==> src/hw/rtl/sacts_pkg.sv <==
// ----------------------------------------------------------------------------
// Set-associative cache tag store: package
// Shared constants, operation codes and controller/datapath signal groups.
// ----------------------------------------------------------------------------
package sacts_pkg;

    localparam int DEF_MAX_SETS  = 256;
    localparam int DEF_MAX_WAYS  = 8;
    localparam int DEF_ADDR_BITS = 32;

    localparam int CNT_W = 12;
    localparam int CFG_W = 4;
    localparam int IDX_W = 2;

    localparam logic [1:0] OP_READ  = 2'd0;
    localparam logic [1:0] OP_WRITE = 2'd1;
    localparam logic [1:0] OP_FETCH = 2'd2;
    localparam logic [1:0] OP_FLUSH = 2'd3;

    localparam logic [IDX_W-1:0] REG_POLICY = 2'd0;
    localparam logic [IDX_W-1:0] REG_OFFSET = 2'd1;
    localparam logic [IDX_W-1:0] REG_SETS   = 2'd2;
    localparam logic [IDX_W-1:0] REG_WAYS   = 2'd3;

    localparam logic       RST_POLICY = 1'b0;
    localparam logic [3:0] RST_OFFSET = 4'd5;
    localparam logic [3:0] RST_SETS   = 4'd0;
    localparam logic [3:0] RST_WAYS   = 4'd8;

    typedef struct packed {
        logic accept;
        logic update;
        logic flush_step;
        logic flush_done;
    } sacts_cmd_t;

    typedef struct packed {
        logic is_flush;
        logic last_set;
    } sacts_status_t;

endpackage

==> src/hw/rtl/sacts_ctrl.sv <==
// ----------------------------------------------------------------------------
// Set-associative cache tag store: controller
// Sequences lookups and flush sweeps and owns the handshake state.
// ----------------------------------------------------------------------------
module sacts_ctrl
(
    input  logic                   clk,
    input  logic                   rst_n,
    input  logic                   in_valid,
    output logic                   in_stall,
    output logic                   out_valid,
    input  logic                   out_stall,
    input  sacts_pkg::sacts_status_t status,
    output sacts_pkg::sacts_cmd_t    cmd
);
    import sacts_pkg::*;

    localparam logic [1:0] S_IDLE   = 2'd0;
    localparam logic [1:0] S_LOOKUP = 2'd1;
    localparam logic [1:0] S_FLUSH  = 2'd2;
    localparam logic [1:0] S_DRAIN  = 2'd3;

    logic [1:0] state_reg;
    logic [1:0] state_next;
    logic       out_valid_reg;
    logic       out_valid_next;
    logic       out_free;

    assign out_free  = !out_valid_reg || !out_stall;
    assign in_stall  = (state_reg != S_IDLE);
    assign out_valid = out_valid_reg;

    always_comb
    begin
        cmd        = '0;
        state_next = state_reg;
        out_valid_next = out_valid_reg && out_stall;
        unique case (state_reg)
            S_IDLE:
            begin
                if (in_valid)
                begin
                    cmd.accept = 1'b1;
                    state_next = status.is_flush ? S_FLUSH : S_LOOKUP;
                end
            end
            S_LOOKUP:
            begin
                if (out_free)
                begin
                    cmd.update     = 1'b1;
                    out_valid_next = 1'b1;
                    state_next     = S_IDLE;
                end
            end
            S_FLUSH:
            begin
                cmd.flush_step = 1'b1;
                if (status.last_set)
                begin
                    state_next = S_DRAIN;
                end
            end
            S_DRAIN:
            begin
                if (out_free)
                begin
                    cmd.flush_done = 1'b1;
                    out_valid_next = 1'b1;
                    state_next     = S_IDLE;
                end
            end
            default:
            begin
                state_next = S_IDLE;
            end
        endcase
    end

    always_ff @(posedge clk or negedge rst_n)
    begin
        if (!rst_n)
        begin
            state_reg     <= S_IDLE;
            out_valid_reg <= 1'b0;
        end
        else
        begin
            state_reg     <= state_next;
            out_valid_reg <= out_valid_next;
        end
    end

endmodule

==> config.mk <==
export PLATFORM = sky130hd
export DESIGN_NAME = sacts_ctrl
export DESIGN_NICKNAME = d
export VERILOG_FILES = /design/src/hw/rtl/sacts_pkg.sv /design/src/hw/rtl/sacts_ctrl.sv
export SDC_FILE = /design/constraint.sdc
export NUM_CORES = 1
export LEC_CHECK = 0
export ABC_AREA = 1
export BUFFER_PORTS_ARGS = -buffer_cell sky130_fd_sc_hd__buf_2
export CAP_MARGIN = 20
export CORE_AREA = 2 2 39 41
export CTS_BUF_LIST = sky130_fd_sc_hd__clkbuf_4
export DETAILED_ROUTE_END_ITERATION = 8
export DIE_AREA = 0 0 41 43
export GPL_TIMING_DRIVEN = 1
export HOLD_SLACK_MARGIN = 0.12
export SLEW_MARGIN = 20
export SYNTH_ARGS = -nofsm -noshare
export SYNTH_HDL_FRONTEND = slang
export SYNTH_SLANG_ARGS = --single-unit
==> constraint.sdc <==
create_clock -name clk -period 1.05 [get_ports clk]
set_input_delay 0.105 -clock clk [delete_from_list [all_inputs] [get_ports clk]]
set_output_delay 0.105 -clock clk [all_outputs]
set_load 0.01 [all_outputs]
==> results by group, run 1 <==
Run status
  • Outcome: finished with violations
  • Failing checks: setup timing

Pwr
  • Worst VDD drop: 0.595 mV
  • Clk pwr share: 0.188
  • Sequential power share: 0.205
  • P per Cell Area: 3000 nW/µm²
  • Combinational power share: 0.607
  • Cell Int Power: a little over 0.0007 W
  • Switch share: 0.393
  • Leakage: about 0.22 nW
  • Switching pwr: ~0.00046 W

Critical path
  • Setup crit start kind: register
  • Critical path capture point type: output port
  • Crit Path Class: reg -> out
  • Crit-path max FO: 4
  • Reg2reg path depth: 6
  • Arr. time, crit path: 1.03 ns
  • Critical-path cell with the highest stage delay: dfrtp_2
  • Worst EP required: 0.94 ns
  • Crit-path max cell delay: 0.42 ns
  • Cell Chain, Critical Path: nor2_2 -> inv_1 -> nor2_1 -> buf_2

Synthesis
  • Post-synth top area cell: dfrtp_1
  • Post-Syn Instances: 29
  • Synth top cells by count: nand2_1, nor2_1, dfrtp_1, inv_2
  • Post-Syn Area: 185 µm²
  • FFs w/ async S/R, synth: 1.00
  • Most common cell in the synthesized netlist: nand2_1
  • Synth cell types: 10
  • Largest cells by area after synthesis: dfrtp_1, nand2_1, nor2_1
  • Syn. warnings: 0
  • Sequential fraction of the synthesis area: 0.405
  • Post-synthesis net count: 35
  • Flops & latches, synth: 3
  • Main synth FF type: dfrtp_1
  • Syn_area_per_cell: 6.39 µm²
  • EDFF count, synth: 0
  • Post-synth top area share: 0.405

Timing
  • FMAX: 879 MHz
  • Tcrit/Tclk final: 1.08
  • Final worst slack: -0.0870 ns
  • Hold Vio Cnt, Final: 0
  • Final Max Slew Viols: 0
  • Final Setup Violations: 6
  • Slew HR: 0.899
  • RSZ-0062 raised after global routing: true
  • Setup tns final: -0.294 ns
  • Final min period: 1.14 ns
  • Clock skew: 0.000936 ns
  • Actual slew at the worst max-slew pin: 0.150 ns
  • Final hold slack: 0.173 ns

Detailed routing
  • Drt via density: between 3 and 4
  • Iter 0 DRT Violations: 0
  • WL per Instance: 8.43 µm
  • Drt drc: 0
  • DRT Pass-1 Iters: 1
  • Detailed Route WL: 573 µm
  • Antenna-violating nets left: 0
  • Via Count: ~250

Clock network
  • CTS Buf Count: 3
  • CTS tree: built
  • H-tree Lvls: 1
  • CTS max path bufs: 2
  • Clk root buf: clkbuf_4
  • Worst-path clk slew: ~0.040 ns
  • Clk_lat worst skew: 0.23 ns
  • Clock sink total: 3

Finish
  • Fin cells: 68
  • Final core area utilization: 0.282
  • Nets: ~60
  • Area Overhead vs Synth: 111%
  • Number of flip-flops in the largest register: 2
  • Share of cells above drive strength 1: 0.635
  • Antenna Cells: 0

Die
  • Die height: roughly 43 µm
  • Row cnt: 14
  • Die width: 41 µm
  • IO Pins: 12
  • Die Area: roughly 1800 µm²
  • Core Region: 1380 µm²
  • Starting Density: 0.134

Global route
  • GRT Residual Overflow: 0
  • Largest net degree at the start of global routing: 5
  • GRT Util Overall: 0.0695
  • Vias in the first global route: 231
  • First-pass GRT wire length: 772 µm
  • Initial antenna violation count: 0

Placement
  • Gp weighted congestion: ~0.62
  • IO buf count: 11
  • Placed cells: 56
  • DP HPWL: 341 µm

Hold path
  • Hold depth: 4
  • Hold Path Class: in -> reg

Job
  • Max-Cap Viols: 0
## layout by cell type, fill, tap and decap left out, drive strengths merged
cell type | netlist | layout
buf | 0 | 18
clkbuf | 0 | 4
clkinv | 1 | 1
dfrtp | 3 | 3
dlygate4sd3 | 0 | 1
inv | 5 | 5
nand2 | 9 | 9
nand3 | 2 | 2
nand4 | 1 | 1
nor2 | 5 | 5
nor3 | 2 | 2
o21ai | 1 | 1
## metal layers
layer	wire (µm)	vias to the layer above	track usage	share of wire
li1	-	134	-	-
met1	184	114	0.0584	0.32
met2	345	6	0.103	0.60
met3	43	0	0.0314	0.075
met4	0	0	0.0800	0
met5	0	-	0	0
## path summary, 6_finish.rpt
kind / slack [ns] / to / from
setup / recovery: -0.09 / cmd[3] / state_reg[1]
hold / removal: 0.17 / state_reg[0] / status[1]
setup reg to reg: 0.09 / state_reg[1] / out_valid
hold reg to reg: 0.60 / state_reg[1] / state_reg[0]
max in group asynchronous: 0.74 / state_reg[1] / rst_n
min in group asynchronous: 0.20 / state_reg[0] / rst_n
## cell families after synthesis
logic type             after synthesis  share of synthesized area
AOI/OAI and AO/OA                    1                     0.0473
buffers and inverters                6                      0.122
DFF                                  3                      0.405
and+or+nand+nor                     19                      0.426
## final cells by class
class | instances | area, µm²
fillers | 167 | 993
repair buffers | 19 | 128
multi-input cells | 20 | 113
flip-flops and latches | 3 | 77.6
clock buffers | 4 | 30.0
inverters | 6 | 22.5
well taps | 16 | 20.0
## through the flow
| step | instance area, µm² | total power [W] | setup WS, ns |
|---|---|---|---|
| detailed placement | 260 | 0.000644 | 0.0852 |
| finish | 390 | 0.00117 | -0.0870 |
| global placement | 260 | 0.000644 | 0.0964 |
| CTS | 359 | 0.00107 | -0.115 |
| global route | 390 | 0.00126 | -0.188 |
| floorplan | 185 | 0.000498 | 0.135 |
## worst max-delay path, delay by kind of cell, from the launching register on
family	cells	cell delay (ns)
AND/OR/NAND/NOR	2	0.19
buffers and inverters	2	0.18
flip-flops	1	0.42
## power by group through the flow
| stage | Sequential [W] | Clock [W] | Combinational [W] |
|---|---|---|---|
| 2_1_floorplan | 0.000240 | 0 | 0.000258 |
| 3_5_place_dp | 0.000241 | 0 | 0.000404 |
| 5_1_grt | 0.000247 | 0.000236 | 0.000781 |
| 4_1_cts | 0.000233 | 0.000231 | 0.000604 |
| 3_3_place_gp | 0.000238 | 0 | 0.000405 |
| 6_report | 0.000240 | 0.000221 | 0.000711 |
## repair_timing
item	in CTS	in global routing
hold endpoints to repair	4	0
buffers inserted	6	2
pin swaps	0	2
endpoints found under the setup margin	4	7
resized for setup	4	6
hold buffers	1	0
cloned	0	0
Note: power is estimated with default switching activity, not from simulation.
==> run 2: changes to the inputs <==
clock period = 0.95 ns   (was 1.05 ns; I/O delays follow)
==> run 2 against run 1 <==
Compared with the run above:
- the flow still finishes with violations (setup timing)
- register-to-register slack worse by 0.13 ns
- clock power up 12%
- first-iteration DRC count is 2 higher
- critical endpoint unchanged
- largest cell class is now multi-input gates
==> results by group, run 2 (synthesis gave the netlist of run 1 again) <==
Detailed routing
  • WL per Instance: roughly 7.9 µm
  • Iter 0 DRT Violations: 2
  • Detailed Route WL: 519 µm
  • Drt via density: 3.80
  • Via Count: around 250
  • Antenna-violating nets left: 0
  • DRT Pass-1 Iters: 4
  • Drt drc: 0

Timing
  • Hold Vio Cnt, Final: 0
  • Tcrit/Tclk final: 1.18
  • Setup tns final: -0.761 ns
  • Final Max Slew Viols: 0
  • Final hold slack: 0.108 ns
  • Clock skew: 0.00158 ns
  • Final worst slack: -0.168 ns
  • Final Setup Violations: 7
  • FMAX: 895 MHz
  • Slew HR: 0.888
  • Actual slew at the worst max-slew pin: 0.167 ns
  • Final min period: 1.12 ns
  • RSZ-0062 raised after global routing: true

Job
  • Max-Cap Viols: 0

Die
  • IO Pins: 12
  • Starting Density: 0.134
  • Core Region: around 1400 µm²
  • Die width: 41 µm
  • Row cnt: 14
  • Die Area: roughly 1800 µm²
  • Die height: 43 µm

Critical path
  • Worst R2R Setup Slack: -0.04 ns
  • Reg2reg path depth: 5
  • Critical path startpoint: state_reg[1]
  • Crit Path Class: reg -> out
  • Setup crit start kind: register
  • Worst EP required: 0.85 ns
  • Critical path capture point type: output port
  • R2r startpoint: state_reg[1]
  • Arr. time, crit path: 1.02 ns
  • Crit-path max FO: 4

Finish
  • Area Overhead vs Synth: 113%
  • Antenna Cells: 0
  • Share of cells above drive strength 1: 0.720
  • Nets: 57
  • Commonest cells after routing, fill and taps aside: buf_2, nand2_1, inv_2
  • Most common cell after layout, fill and taps aside: buf_2
  • Number of flip-flops in the largest register: 2
  • Fillers: between 150 and 200

Hold path
  • Min-delay src: out_stall
  • Hold Path Class: in -> reg
  • Hold depth: 3

Clock network
  • Worst-path clk slew: around 0.040 ns
  • Clk root buf: clkbuf_4
  • CTS tree: built
  • CTS max path bufs: 2
  • CTS Buf Count: 3
  • # hold bufs at CTS: 1
  • Clock sink total: 3
  • Clk_lat worst skew: between 0.2 and 0.25 ns
  • H-tree Lvls: 1

Placement
  • Gp weighted congestion: just under 0.6
  • DP HPWL: 342 µm
  • IO buf count: 11
  • Post-place setup slack: -0.00369 ns

Global route
  • First-pass GRT wire length: 821 µm
  • Vias in the first global route: 215
  • Initial antenna violation count: 0
  • GRT Util Overall: 0.0796
  • Largest net degree at the start of global routing: 5
  • GRT Residual Overflow: 0

Pwr
  • Worst VDD drop: 0.627 mV
  • P per Cell Area: 3330 nW/µm²
  • Leakage: 0.210 nW

Run status
  • Outcome: finished with violations
  • Failing checks: setup timing
[run 2: worst paths after layout]
path / endpoint
setup / recovery: cmd[3]
hold / removal: out_valid
setup reg to reg: state_reg[1]
hold reg to reg: out_valid
max in group asynchronous: state_reg[1]
min in group asynchronous: out_valid
[run 2: routing by layer]
layer | vias up | share of wire | global-route usage
li1 | 130 | - | -
met2 | 8 | 0.57 | 0.113
met5 | - | 0 | 0
met1 | 113 | 0.33 | 0.0619
met3 | 0 | 0.092 | 0.0628
met4 | 0 | 0 | 0.0800
[run 2: cell type report]
class / instances / area (µm²) / area share
multi-input combinational: 20 / 128 / 0.324
timing repair buffer: 17 / 116 / 0.295
sequential: 3 / 77.6 / 0.197
clock buffer: 4 / 30.0 / 0.0762
inverter: 6 / 22.5 / 0.0571
tap: 16 / 20.0 / 0.0508
[run 2: metrics by stage]
step / cells / total power (W) / util / instance area [µm²]
after floorplan: 29 / 0.000551 / - / 185
after global placement: 56 / 0.000714 / 0.188 / 260
after detailed placement: 56 / 0.000714 / 0.188 / 260
after CTS: 66 / 0.00119 / 0.259 / 358
after global routing: 66 / 0.00145 / 0.285 / 394
final: 66 / 0.00131 / 0.285 / 394
[run 2: worst max-delay path, stage by stage, from the launching register on]
cell     delay [ns]
dfrtp_2        0.44
nor2_4         0.12
inv_2          0.04
nor2_1         0.07
buf_2          0.13
[run 2: power by group]
group          switching [W]  leakage [nW]  total (W)  internal [W]
sequential         0.0000890        0.0340   0.000288      0.000199
combinational       0.000380         0.158   0.000777      0.000397
clock              0.0000624        0.0184   0.000248      0.000186
[run 2: what timing repair did]
action                                  CTS  global route
setup buffers                             5             1
pin swaps                                 2             2
endpoints found under the setup margin    6             8
endpoints found under the hold margin     4             1
resized for setup                         5            12
